[src/design/imt_pkg.sv]
// Shared constants, codes and interface types of the in-place transpose unit.
`default_nettype none
package imt_pkg;

    localparam int STORE_DEPTH = 1024;
    localparam int ADDR_W      = $clog2(STORE_DEPTH);
    localparam int CNT_W       = $clog2(ADDR_W);
    localparam int IDX_W       = 10;
    localparam int DATA_W      = 64;
    localparam int RC_W        = 11;
    localparam int SIZE_W      = 2 * RC_W;

    localparam logic [1:0] ACT_WRITE     = 2'd0;
    localparam logic [1:0] ACT_READ      = 2'd1;
    localparam logic [1:0] ACT_TRANSPOSE = 2'd2;

    localparam logic [1:0] STAT_READ = 2'd0;
    localparam logic [1:0] STAT_DONE = 2'd1;
    localparam logic [1:0] STAT_SIZE = 2'd2;

    localparam logic REG_ROWS = 1'b0;
    localparam logic REG_COLS = 1'b1;

    typedef enum logic [3:0] {
        S_IDLE,
        S_READ,
        S_SIZE,
        S_CHECK,
        S_LEAD,
        S_DIV,
        S_MUL,
        S_SEARCH,
        S_HOLD_RD,
        S_HOLD,
        S_ROT_CHK,
        S_MOVE_WR,
        S_LAST_WR,
        S_NEXT
    } t_state;

    typedef enum logic [1:0] {
        W_INPUT,
        W_MOVE,
        W_HELD
    } t_wsel;

    typedef enum logic [1:0] {
        R_INPUT,
        R_LEAD,
        R_SRC
    } t_rsel;

    typedef struct packed {
        logic       mem_we;
        t_wsel      wsel;
        logic       rd_en;
        t_rsel      rsel;
        logic       cap_size;
        logic       lead_clr;
        logic       lead_inc;
        logic       div_load;
        logic       div_sel_lead;
        logic       div_step;
        logic       src_load;
        logic       dst_load_lead;
        logic       dst_load_src;
        logic       held_load;
        logic       emit;
        logic [1:0] emit_status;
    } t_dp_cmd;

    typedef struct packed {
        logic size_big;
        logic size_tiny;
        logic div_last;
        logic src_gt_lead;
        logic src_eq_lead;
        logic lead_last;
    } t_dp_stat;

endpackage
`default_nettype wire

[src/design/imt_ctrl.sv]
// Controller state machine: sequences element accesses and the cycle-leader transpose.
`default_nettype none
module imt_ctrl (
    input  wire logic              i_clk,
    input  wire logic              i_rst_n,
    input  wire logic              start,
    input  wire logic [1:0]        i_action,
    output logic                   busy,
    output imt_pkg::t_dp_cmd       o_cmd,
    input  wire imt_pkg::t_dp_stat i_stat
);

    imt_pkg::t_state r_state, n_state;
    logic            r_rot, n_rot;

    always_ff @(posedge i_clk) begin
        if (!i_rst_n) begin
            r_state <= imt_pkg::S_IDLE;
            r_rot   <= 1'b0;
        end else begin
            r_state <= n_state;
            r_rot   <= n_rot;
        end
    end

    always_comb begin
        n_state = r_state;
        n_rot   = r_rot;
        unique case (r_state)
            imt_pkg::S_IDLE: begin
                if (start && i_action == imt_pkg::ACT_READ) begin
                    n_state = imt_pkg::S_READ;
                end else if (start && i_action == imt_pkg::ACT_TRANSPOSE) begin
                    n_state = imt_pkg::S_SIZE;
                end
            end
            imt_pkg::S_READ:  n_state = imt_pkg::S_IDLE;
            imt_pkg::S_SIZE:  n_state = imt_pkg::S_CHECK;
            imt_pkg::S_CHECK: begin
                n_state = (i_stat.size_big || i_stat.size_tiny) ? imt_pkg::S_IDLE
                                                                 : imt_pkg::S_LEAD;
            end
            imt_pkg::S_LEAD: begin
                n_rot   = 1'b0;
                n_state = imt_pkg::S_DIV;
            end
            imt_pkg::S_DIV: begin
                if (i_stat.div_last) begin
                    n_state = imt_pkg::S_MUL;
                end
            end
            imt_pkg::S_MUL: n_state = r_rot ? imt_pkg::S_ROT_CHK : imt_pkg::S_SEARCH;
            imt_pkg::S_SEARCH: begin
                if (i_stat.src_gt_lead) begin
                    n_state = imt_pkg::S_DIV;
                end else if (i_stat.src_eq_lead) begin
                    n_rot   = 1'b1;
                    n_state = imt_pkg::S_HOLD_RD;
                end else begin
                    n_state = imt_pkg::S_NEXT;
                end
            end
            imt_pkg::S_HOLD_RD: n_state = imt_pkg::S_HOLD;
            imt_pkg::S_HOLD:    n_state = imt_pkg::S_DIV;
            imt_pkg::S_ROT_CHK: begin
                n_state = i_stat.src_eq_lead ? imt_pkg::S_LAST_WR : imt_pkg::S_MOVE_WR;
            end
            imt_pkg::S_MOVE_WR: n_state = imt_pkg::S_DIV;
            imt_pkg::S_LAST_WR: n_state = imt_pkg::S_NEXT;
            imt_pkg::S_NEXT: begin
                n_state = i_stat.lead_last ? imt_pkg::S_IDLE : imt_pkg::S_LEAD;
            end
            default: n_state = imt_pkg::S_IDLE;
        endcase
    end

    always_comb begin
        o_cmd             = '0;
        o_cmd.wsel        = imt_pkg::W_INPUT;
        o_cmd.rsel        = imt_pkg::R_INPUT;
        o_cmd.emit_status = imt_pkg::STAT_DONE;
        unique case (r_state)
            imt_pkg::S_IDLE: begin
                o_cmd.mem_we = start && i_action == imt_pkg::ACT_WRITE;
                o_cmd.rd_en  = start && i_action == imt_pkg::ACT_READ;
            end
            imt_pkg::S_READ: begin
                o_cmd.emit        = 1'b1;
                o_cmd.emit_status = imt_pkg::STAT_READ;
            end
            imt_pkg::S_SIZE: o_cmd.cap_size = 1'b1;
            imt_pkg::S_CHECK: begin
                o_cmd.lead_clr    = 1'b1;
                o_cmd.emit        = i_stat.size_big || i_stat.size_tiny;
                o_cmd.emit_status = i_stat.size_big ? imt_pkg::STAT_SIZE : imt_pkg::STAT_DONE;
            end
            imt_pkg::S_LEAD: begin
                o_cmd.div_load     = 1'b1;
                o_cmd.div_sel_lead = 1'b1;
            end
            imt_pkg::S_DIV: o_cmd.div_step = 1'b1;
            imt_pkg::S_MUL: o_cmd.src_load = 1'b1;
            imt_pkg::S_SEARCH: o_cmd.div_load = i_stat.src_gt_lead;
            imt_pkg::S_HOLD_RD: begin
                o_cmd.rd_en         = 1'b1;
                o_cmd.rsel          = imt_pkg::R_LEAD;
                o_cmd.dst_load_lead = 1'b1;
            end
            imt_pkg::S_HOLD: begin
                o_cmd.held_load    = 1'b1;
                o_cmd.div_load     = 1'b1;
                o_cmd.div_sel_lead = 1'b1;
            end
            imt_pkg::S_ROT_CHK: begin
                o_cmd.rd_en = !i_stat.src_eq_lead;
                o_cmd.rsel  = imt_pkg::R_SRC;
            end
            imt_pkg::S_MOVE_WR: begin
                o_cmd.mem_we       = 1'b1;
                o_cmd.wsel         = imt_pkg::W_MOVE;
                o_cmd.dst_load_src = 1'b1;
                o_cmd.div_load     = 1'b1;
            end
            imt_pkg::S_LAST_WR: begin
                o_cmd.mem_we = 1'b1;
                o_cmd.wsel   = imt_pkg::W_HELD;
            end
            imt_pkg::S_NEXT: begin
                o_cmd.lead_inc = !i_stat.lead_last;
                o_cmd.emit     = i_stat.lead_last;
            end
            default: ;
        endcase
    end

    assign busy = r_state != imt_pkg::S_IDLE;

`ifndef SYNTHESIS
    a_div_runs: assert property (@(posedge i_clk) disable iff (!i_rst_n)
        (r_state == imt_pkg::S_DIV && !i_stat.div_last) |=> r_state == imt_pkg::S_DIV)
        else $error("division left before its last step");
    a_emit_idle: assert property (@(posedge i_clk) disable iff (!i_rst_n)
        o_cmd.emit |=> r_state == imt_pkg::S_IDLE)
        else $error("result issued without returning to idle");
    a_follow: assert property (@(posedge i_clk) disable iff (!i_rst_n)
        (r_state == imt_pkg::S_SEARCH && i_stat.src_gt_lead) |=> r_state == imt_pkg::S_DIV)
        else $error("cycle walk not continued");
`endif

endmodule
`default_nettype wire

[config.mk]
export PLATFORM = sky130hd
export DESIGN_NAME = imt_ctrl
export DESIGN_NICKNAME = d
export VERILOG_FILES = /design/src/design/imt_pkg.sv /design/src/design/imt_ctrl.sv
export SDC_FILE = /design/constraint.sdc
export NUM_CORES = 1
export LEC_CHECK = 0
export ABC_AREA = 1
export ABC_CLOCK_PERIOD_IN_PS = 2700
export BUFFER_PORTS_ARGS = -buffer_cell sky130_fd_sc_hd__buf_4
export CORE_AREA = 4 4 41 43
export CTS_CLUSTER_SIZE = 25
export DETAILED_ROUTE_END_ITERATION = 7
export DIE_AREA = 0 0 45 47
export PLACE_DENSITY = 0.74
export SLEW_MARGIN = 25
export SYNTH_ARGS = -nofsm -noshare
export SYNTH_HDL_FRONTEND = slang
export SYNTH_SLANG_ARGS = --single-unit
[constraint.sdc]
create_clock -name i_clk -period 2.7 [get_ports i_clk]
set_input_delay 0.27 -clock i_clk [delete_from_list [all_inputs] [get_ports i_clk]]
set_output_delay 0.27 -clock i_clk [all_outputs]
set_load 0.1 [all_outputs]
Yosys cells after proc, flatten, opt, wreduce, memory -nomap -nowiden --
Index checks and enable logic that the tools add are counted.
Operators by class: add/sub/neg operators 0, multiply operators 0, shift-type cells 0, reduce and logical (&&, ||, !) cells 15, multiplexer cells 30, magnitude comparators 0, divide/modulo/power cells 0, bitwise gates (word level) 0, equal/unequal tests 19
Operators with widths (number):
- $pmux 4 s11 | 1
- $eq 4x4->1 const B | 6
- $mux 4 | 5
- $eq 4x3->1 const B | 4
- $mux 3 | 4
- $pmux 2 s2 | 3
- $mux 1 | 11
- $eq 4x2->1 const B | 2
- $ne 2x2->1 const B | 3
- $pmux 1 s2 | 3
- $pmux 1 s3 | 2
- $eq 4x1->1 const B | 1
- $logic_not 4->1 | 1
- $reduce_bool 4->1 | 1
- $reduce_or 2->1 | 2
- $logic_and 1x1->1 | 3
- $ne 3x3->1 const B | 1
- $reduce_and 3->1 | 1
- $reduce_or 3->1 | 1
- $eq 2x1->1 const B | 1
- $eq 2x2->1 const B | 1
- $logic_not 1->1 | 2
- $logic_not 2->1 | 1
- $mux 2 | 1
- other kinds (3) | 3
Storage, ports and cells: latch bits 0, memories 0, ROM bits 0, word-level logic and storage cells 66, output and inout bits 20, memory bits (writable) 0, bits in registers 5

Depth between registers and ports, before layout --
Gate-level depths: netlist of the first run.
word-level depth 5, gate-level depth with buffers 8, depth with buffers taken out 8

Worst setup path before layout of the first run --
Ideal clock, no wire load.
path kind reg2out, start reg r_state[0], end out o_cmd[18] in the netlist's numbering, stages on the path, launching flop included 4, slack -0.938 ns, buffers on the path 0, required time 2.430 ns, arrival time 3.368 ns, path through dfxtp_1 > nor2_1 > nand2_2 > o31ai_1
RTL lines:
- start: declaration | line imt_ctrl.sv:13 | imt_pkg::t_state r_state, n_state;
- start signal: assignment | line imt_ctrl.sv:18 | r_state <= imt_pkg::S_IDLE;
- start signal: assignment | line imt_ctrl.sv:21 | r_state <= n_state;
- end: declaration | line imt_ctrl.sv:9 | output imt_pkg::t_dp_cmd o_cmd,

==> results of run 1 <==
-- layout by cell type, fill, tap and decap left out --
| cell | instances |
|---|---|
| a211o_1 | 1 |
| a21oi_1 | 3 |
| a31o_2 | 1 |
| and3_1 | 1 |
| buf_4 | 30 |
| clkbuf_1 | 1 |
| clkbuf_4 | 3 |
| dfxtp_1 | 5 |
| inv_1 | 20 |
| nand2_1 | 22 |
| nand2_2 | 1 |
| nand3_1 | 12 |
| nand4_1 | 2 |
| nor2_1 | 22 |
| nor2_2 | 2 |
| nor2_4 | 1 |
| nor3_1 | 1 |
| nor3_2 | 1 |
| o21ai_1 | 2 |
| o31ai_2 | 1 |
| or2_2 | 1 |
-- cells by family after synthesis --
logic type / share of synthesized area
DFF: 0.190
buffers and inverters: 0.157
and+or+nand+nor: 0.557
AOI/OAI and AO/OA: 0.0952
-- stage by stage --
stage | cell area, um^2 | utilization | setup WS, ps | power, mW
finish | 796 | 0.612 | 726 | 0.369
global route | 796 | 0.612 | 572 | 0.393
CTS | 796 | 0.612 | 725 | 0.375
detailed placement | 769 | 0.591 | 998 | 0.282
global placement | 769 | 0.591 | 1000 | 0.281
floorplan | 533 | - | -232 | 0.236
-- critical path, delay by kind of cell (launching register included) --
kind / cells / cell delay (ps)
buf+inv: 3 / 500
flops: 1 / 460
simple gates: 3 / 480
-- report_power, final --
group | total (mW) | leakage, nW | switching (mW) | internal [mW]
Clock | 0.0885 | 0.0150 | 0.0325 | 0.0560
Combinational | 0.195 | 0.427 | 0.150 | 0.0451
Sequential | 0.0856 | 0.0406 | 0.00687 | 0.0787
Total | 0.369 | 0.483 | 0.189 | 0.180
-- sequential cells by signal, indices dropped and copies added, names as in the netlist --
name     flops
r_state      4
r_rot        1
-- per-layer routing --
metal | wire, um | part of all wire | GRT usage | vias to the layer above
met2 | 757 | 0.47 | 0.266 | 22
met4 | 25 | 0.016 | 0.0877 | 0
met1 | 691 | 0.43 | 0.220 | 303
met5 | 0 | 0 | 0 | -
met3 | 136 | 0.084 | 0.0153 | 2
li1 | - | - | - | 379
-- worst max-delay path by stage --
stage / to / slack (ps) / cells past startpoint
CTS: o_cmd[15] / 730 / 6
detailed placement: o_cmd[15] / 1000 / 6
finish: o_cmd[15] / 730 / 6
global route: o_cmd[18] / 570 / 7
global placement: o_cmd[15] / 1000 / 6
floorplan: o_cmd[18] / -230 / 6
-- cell type report --
cell class | instances | area share
multi-input combinational | 74 | 0.440
timing repair buffer | 30 | 0.283
sequential | 5 | 0.126
inverter | 20 | 0.0943
clock buffer | 4 | 0.0330
tap | 15 | 0.0236
==> results.toml, run 1 <==
[status]
status = "complete, no violations"

[job]
cap_violations = 0

[die]
die_w_um = 45
floorplan.initialDensity = 0.404
die_area_um2 = 2120
die-height_um = 47
core_area_um2 = 1300
ios = 31
row_count = 13

[routing]
dr_total_vias = 706
drt_first_pass_iters = 4
route.detailed.drc = 0
vias_per_cell = 4.77
wire_per_inst_um = 10.9
drt_iter0_drc = 13
routed_wl_um = 1610
drtAntennaViolNets = 0

[yosys]
synthFlopType = "dfxtp_1"
avgSynthCellArea_um2 = 5.26
ys_types = 20
async_reset_ff_frac = 0
synth_nets = 111
ys_warn_count = 0
synth_most_common_cell = "nor2_1"
synthesis.area_um2 = 526
synth_commonest_cells = "nor2_1, nand2_1, inv_1, nand3_1, dfxtp_1"
synth_area_leaders = "dfxtp_1, nor2_1, nand2_1, inv_1, nand3_1"
synth_top_cell_by_area = "dfxtp_1"
synth_edf_count = 0
ys_seq_elements = 5
seq_area_frac_synth = 0.190
synth_top_area_share = 0.190
postSynthCellCount = 100

[setup_path]
cp_slowest_stage_delay_ps = 460
start_kind = "flip-flop"
end_kind = "output pin"
worst_path_most_repeated_cell = "inv_1"
path_class = "flip-flop to output pin"
reg2reg_to = "r_state[0]"
path_cells = "inv_1 -> nor2_1 -> inv_1 -> nor3_2 -> or2_2 -> buf_4"
rr_startpoint = "r_state[0]"
rrSetupSlack_ps = 1380
critPathMaxFanout = 7
cp.required_ps = 2430
worst_ep_arrival_time_ps = 1700
rr_worst_depth = 7
startpoint = "r_state[3]"
critPathSlowestCell = "dfxtp_1"

[pwr]
ir_drop_uv = 264
powerDensity_nw_per_um2 = 464
p_leak_nw = 0.483

[clocking]
root_buffer = "clkbuf_4"
cts-resized-gates = 0
cts_buffers = 3
clock_latency_ps = 250
postCtsSetupRepairBufs = 0
clkTransAtPathRegs_ps = 40
clockBufferDepth = 2
cts.sinks = 5
ctsHoldBuffers = 0
cts_tree = "yes"
cts_max_level = 1

[finish]
antenna_cells = 0
drive_gt1_frac = 0.308
nFillCells = 140
regArea_um2 = 100
final_net_count = 145
instances_no_fill = 148
area_growth_pct = 51.4
multi_input_area_um2 = 350

[timing]
fin_crit_sh = 0.731
clock-skew-final_ps = 2.96
setup_viol_count_final = 0
hold_slack_ps = 239
hold_viol = 0
worst_pin_slew_ps = 317
slew_headroom = 0.788
fin_setup_tns_ps = 0
rsz0062_at_grt = "no"
finalCriticalPeriod_ps = 1970
fmax_ghz = 0.507
maxSlewViolCount = 0

[hold_path]
worst_hold_path_type = "input port to flip-flop"
hold_depth = 3
worstHoldEndpoint = "r_state[0]"
hold_start = "i_rst_n"

[placed_design]
dp.cells = 144
io_buffers = 30
gp_congestion = 0.883
post-dp-hpwl_um = 1380

[global_route]
grt_max_degree = 9
grt-ovfl-total = 0
grt_use_total = 0.166
grt_pass1_vias = 624
antenna_found_initial = 0
grt_pass1_wl_um = 2560
No activity file was read; power rests on OpenSTA's default activity.
==> inputs of run 2 (changes only) <==
Settings changed: ABC_CLOCK_PERIOD_IN_PS 2700 to 2009.
Clock period 2.7 ns to 2.01 ns, I/O delays scaled along.
==> run 2 against run 1 <==
Net effect:
- global-route usage up 1.1 points
- largest cell class unchanged
- critical path type unchanged
- flip-flop and latch count unchanged
- sequential power up 36%
- die area unchanged
- sequential share of layout area down 0.37 points
- combinational power up 41%
- power up 38%
- core utilization up 4.2 points
- worst hold slack worse by 68 ps
- final cell count up 0.68%
- clock skew up 0.71 ps
- cell area up 6.9%
- largest power group unchanged
==> results.toml, run 2 (synthesis gave the netlist of run 1 again) <==
[setup_path]
path_class = "flip-flop to output pin"
reg2reg_to = "r_state[0]"
critPathMaxFanout = 7
cp.required_ps = 1810
rrSetupSlack_ps = 630
crit_family = "flip-flops"
path_cells = "nand2_1 -> inv_1 -> and3_2 -> buf_4"
worst_ep_arrival_time_ps = 1700
rr_startpoint = "r_state[0]"
critPathSlowestCell = "dfxtp_1"
start_kind = "flip-flop"
crit_buf_inv = 2
rr_worst_depth = 7
end_kind = "output pin"
cp_slowest_stage_delay_ps = 490

[die]
die-height_um = 47
row_count = 13
die_w_um = 45
floorplan.initialDensity = 0.404
die_area_um2 = 2120
ios = 31
core_area_um2 = 1300

[routing]
dr_total_vias = 723
vias_per_cell = 4.85
route.detailed.drc = 0
routed_wl_um = 1650
drtAntennaViolNets = 0
drt_iter0_drc = 12
drt_first_pass_iters = 4
wire_per_inst_um = 11.0

[clocking]
root_buffer = "clkbuf_4"
clkTransAtPathRegs_ps = 50
cts_max_level = 1
ctsHoldBuffers = 0
cts_tree = "yes"
cts_buffers = 3
postCtsSetupRepairBufs = 0
cts-resized-gates = 0
clock_latency_ps = 250
cts.sinks = 5
clockBufferDepth = 2

[timing]
setup_viol_count_final = 0
slew_headroom = 0.755
finalCriticalPeriod_ps = 1900
maxSlewViolCount = 0
clock-skew-final_ps = 3.67
fmax_ghz = 0.526
layout_setup_ws_ps = 110
worst_pin_slew_ps = 366
fin_crit_sh = 0.945
rsz0062_at_grt = "no"
hold_viol = 0

[global_route]
antenna_found_initial = 0
grt_max_degree = 9
grt-ovfl-total = 0
grt_use_total = 0.177
grt_pass1_wl_um = 2780
grt_pass1_vias = 661

[finish]
antenna_cells = 0
nFillCells = 133
instances_no_fill = 149
multi_input_area_um2 = 392
reg.largest.list = "r_state: 4 flops, r_rot: 1 flops"
area_growth_pct = 61.9
drive_gt1_frac = 0.381
largest_reg_flops = 4
regArea_um2 = 104
finish.instance_area_um2 = 851
mostFrequentLayoutCell = "buf_4"
final_net_count = 146
layout_common_cells = "buf_4, nand2_1, inv_1, nor2_1, nand3_1"
regMostFlops = "r_state"

[placed_design]
dp.cells = 145
io_buffers = 30
placed_area_um2 = 825
post-dp-hpwl_um = 1420
post-place-ws_ps = 371
gp_congestion = 0.835

[hold_path]
worstHoldEndpoint = "r_state[0]"
hold_depth = 3
worst_hold_path_type = "input port to flip-flop"
hold_start = "i_rst_n"

[status]
status = "complete, no violations"

[pwr]
powerDensity_nw_per_um2 = 599
ir_drop_uv = 371
p_leak_nw = 0.486

[job]
cap_violations = 0
-- run 2: cell type report --
type                    instances  area share
inverters                      20      0.0912
well taps                      15      0.0221
repair buffers                 31       0.274
clock buffers                   4      0.0309
multi-input cells              74       0.460
flip-flops and latches          5       0.122
-- run 2: layer usage --
layer | GRT usage | vias to the layer above | wire length (um)
li1 | - | 381 | -
met3 | 0.0268 | 4 | 129
met2 | 0.282 | 30 | 794
met5 | 0 | - | 0
met4 | 0.111 | 0 | 29
met1 | 0.223 | 308 | 693
-- run 2: through the flow --
step                      hold WS, ps  power [mW]  TNS, ps   util
after floorplan                   298       0.326     -508      -
after global placement            432       0.392        0  0.634
after detailed placement          427       0.392        0  0.634
after CTS                         166       0.517        0  0.654
after global routing              198       0.538        0  0.654
final                             172       0.509        0  0.654
-- run 2: worst min-delay path, stage by stage --
cell	delay, ps
buf_4	100
nand2_1	50
inv_1	40
-- run 2: worst max-delay path by stage --
stage	start	end	slack, ps	cells after the start
floorplan	r_state[0]	o_cmd[18]	-180	3
global placement	r_state[0]	o_cmd[18]	360	6
detailed placement	r_state[0]	o_cmd[1]	370	4
CTS	r_state[0]	o_cmd[1]	90	4
global route	r_state[0]	o_cmd[18]	10	6
finish	r_state[0]	o_cmd[1]	110	4
-- run 2: power breakdown --
part / total (mW) / switching [mW] / internal (mW)
sequential: 0.116 / 0.0119 / 0.104
combinational: 0.274 / 0.206 / 0.0675
clock: 0.119 / 0.0441 / 0.0753
==> inputs of run 3 (changes only) <==
Settings changed: CELL_PAD_IN_SITES_DETAIL_PLACEMENT from default to 1, CELL_PAD_IN_SITES_GLOBAL_PLACEMENT from default to 1, CORE_AREA 4 4 41 43 to default, CORE_MARGIN from default to 4, CORE_UTILIZATION from default to 25, DIE_AREA 0 0 45 47 to default, PLACE_DENSITY 0.74 to default, PLACE_DENSITY_LB_ADDON from default to 0.1.
==> run 3 against run 2 <==
Net effect:
- clock skew decreased by 1.6 ps
- cell area increased by 1.9%
- clock-buffer cell count unchanged
- combinational power hardly changed
- largest cell class unchanged
==> results.toml, run 3 (synthesis gave the netlist of run 1 again) <==
[status]
status = "complete, no violations"

[clocking]
cts-resized-gates = 0
root_buffer = "clkbuf_4"
clock_latency_ps = 240
ctsHoldBuffers = 0
clockBufferDepth = 2
clkTransAtPathRegs_ps = 50
cts.sinks = 5
cts_max_level = 1
postCtsSetupRepairBufs = 0
cts_buffers = 3
cts_tree = "yes"

[setup_path]
start_kind = "flip-flop"
reg2reg_to = "r_state[0]"
endpoint = "o_cmd[9]"
rr_startpoint = "r_state[2]"
worst_path_most_repeated_cell = "nand2_1"
critPathSlowestCell = "dfxtp_1"
rrSetupSlack_ps = 640
crit_buf_inv = 2
path_class = "flip-flop to output pin"
path_cells = "inv_1 -> nor2_4 -> nand2_1 -> nand2_1 -> a31o_2 -> buf_4"
critPathMaxFanout = 8
worst-path-stages = 6
end_kind = "output pin"
startpoint = "r_state[2]"
cp_slowest_stage_delay_ps = 440
worst_ep_arrival_time_ps = 1620
crit_family = "flip-flops"
rr_worst_depth = 8
cp.required_ps = 1810

[routing]
drt_iter0_drc = 5
drtAntennaViolNets = 0
dr_total_vias = 718
routed_wl_um = 1850
wire_per_inst_um = 11.5
vias_per_cell = 4.46
route.detailed.drc = 0
drt_first_pass_iters = 3

[die]
row_count = 16
ios = 31
core_area_um2 = 1980
die_area_um2 = 2900
die-height_um = 53.8
die_w_um = 53.8
floorplan.initialDensity = 0.265

[timing]
hold_viol = 0
fmax_ghz = 0.548
maxSlewViolCount = 0
rsz0062_at_grt = "no"
clock-skew-final_ps = 2.04
finalCriticalPeriod_ps = 1830
worst_pin_slew_ps = 315
setup_viol_count_final = 0
fin_crit_sh = 0.908
slew_headroom = 0.789

[finish]
largest_reg_flops = 4
area_growth_pct = 65.0
mostFrequentLayoutCell = "buf_4"
regMostFlops = "r_state"
antenna_cells = 0
final_net_count = 146
finish.instance_area_um2 = 867
drive_gt1_frac = 0.388
layout_common_cells = "buf_4, nand2_1, inv_1, nor2_1, nand3_1"
reg.largest.list = "r_state: 4 flops, r_rot: 1 flops"

[pwr]
p_comb_frac = 0.539
p_leak_nw = 0.486
switchingPower_uw = 264
powerDensity_nw_per_um2 = 590
ir_drop_uv = 296
total_power_uw = 511
intPower_uw = 248
power_frac_clock = 0.234
p_sw_frac = 0.516
power_frac_seq = 0.227

[hold_path]
hold_start = "i_rst_n"
worst_hold_path_type = "input port to flip-flop"

[placed_design]
io_buffers = 30
gp_congestion = 0.762
placed_area_um2 = 840
post-dp-hpwl_um = 1650

[global_route]
antenna_found_initial = 0
grt_pass1_wl_um = 3050
grt_max_degree = 9
grt-ovfl-total = 0
grt_pass1_vias = 707
grt_use_total = 0.142

[job]
cap_violations = 0
## run 3: final cells by class
cell class | instances | area (um^2)
fillers | 271 | 1110
multi-input cells | 74 | 392
repair buffers | 31 | 233
well taps | 27 | 33.8
inverters | 20 | 77.6
clock buffers | 4 | 26.3
flip-flops and latches | 5 | 105
## run 3: worst register-to-register path: stages (launching register included)
cell     delay [ps]
dfxtp_1         440
inv_1           140
nor2_4          190
nand3_1         150
nor2_1          160
inv_1            70
nand3_1          80
nand2_1          50
inv_1            40
## run 3: layer usage
| metal | vias to the layer above | track usage | share of wire |
|---|---|---|---|
| li1 | 384 | - | - |
| met1 | 315 | 0.188 | 0.45 |
| met2 | 19 | 0.238 | 0.48 |
| met3 | 0 | 0.0111 | 0.072 |
| met4 | 0 | 0.0511 | 0 |
| met5 | - | 0 | 0 |
## run 3: worst min-delay path by stage
| stage | end | slack, ps | cells after the start |
|---|---|---|---|
| after global placement | r_state[3] | 420 | 3 |
| after floorplan | r_state[3] | 300 | 2 |
| final | r_state[0] | 170 | 3 |
| after detailed placement | r_state[0] | 420 | 3 |
| after CTS | r_state[0] | 170 | 3 |
| after global routing | r_state[0] | 170 | 3 |
## run 3: power groups by stage
stage	combinational [mW]	sequential, mW	clock, mW
after floorplan	0.211	0.115	0
after global placement	0.275	0.117	0
after detailed placement	0.278	0.117	0
after CTS	0.278	0.115	0.125
after global routing	0.294	0.118	0.138
final	0.275	0.116	0.120
## run 3: through the flow
step / worst slack [ps] / utilization / hold WS, ps / std cells / setup TNS, ps
after floorplan: -179 / - / 298 / 100 / -508
after global placement: 392 / 0.424 / 418 / 157 / 0
after detailed placement: 403 / 0.424 / 424 / 157 / 0
after CTS: 138 / 0.437 / 171 / 161 / 0
after global routing: 36.2 / 0.438 / 171 / 161 / 0
final: 185 / 0.438 / 174 / 161 / 0
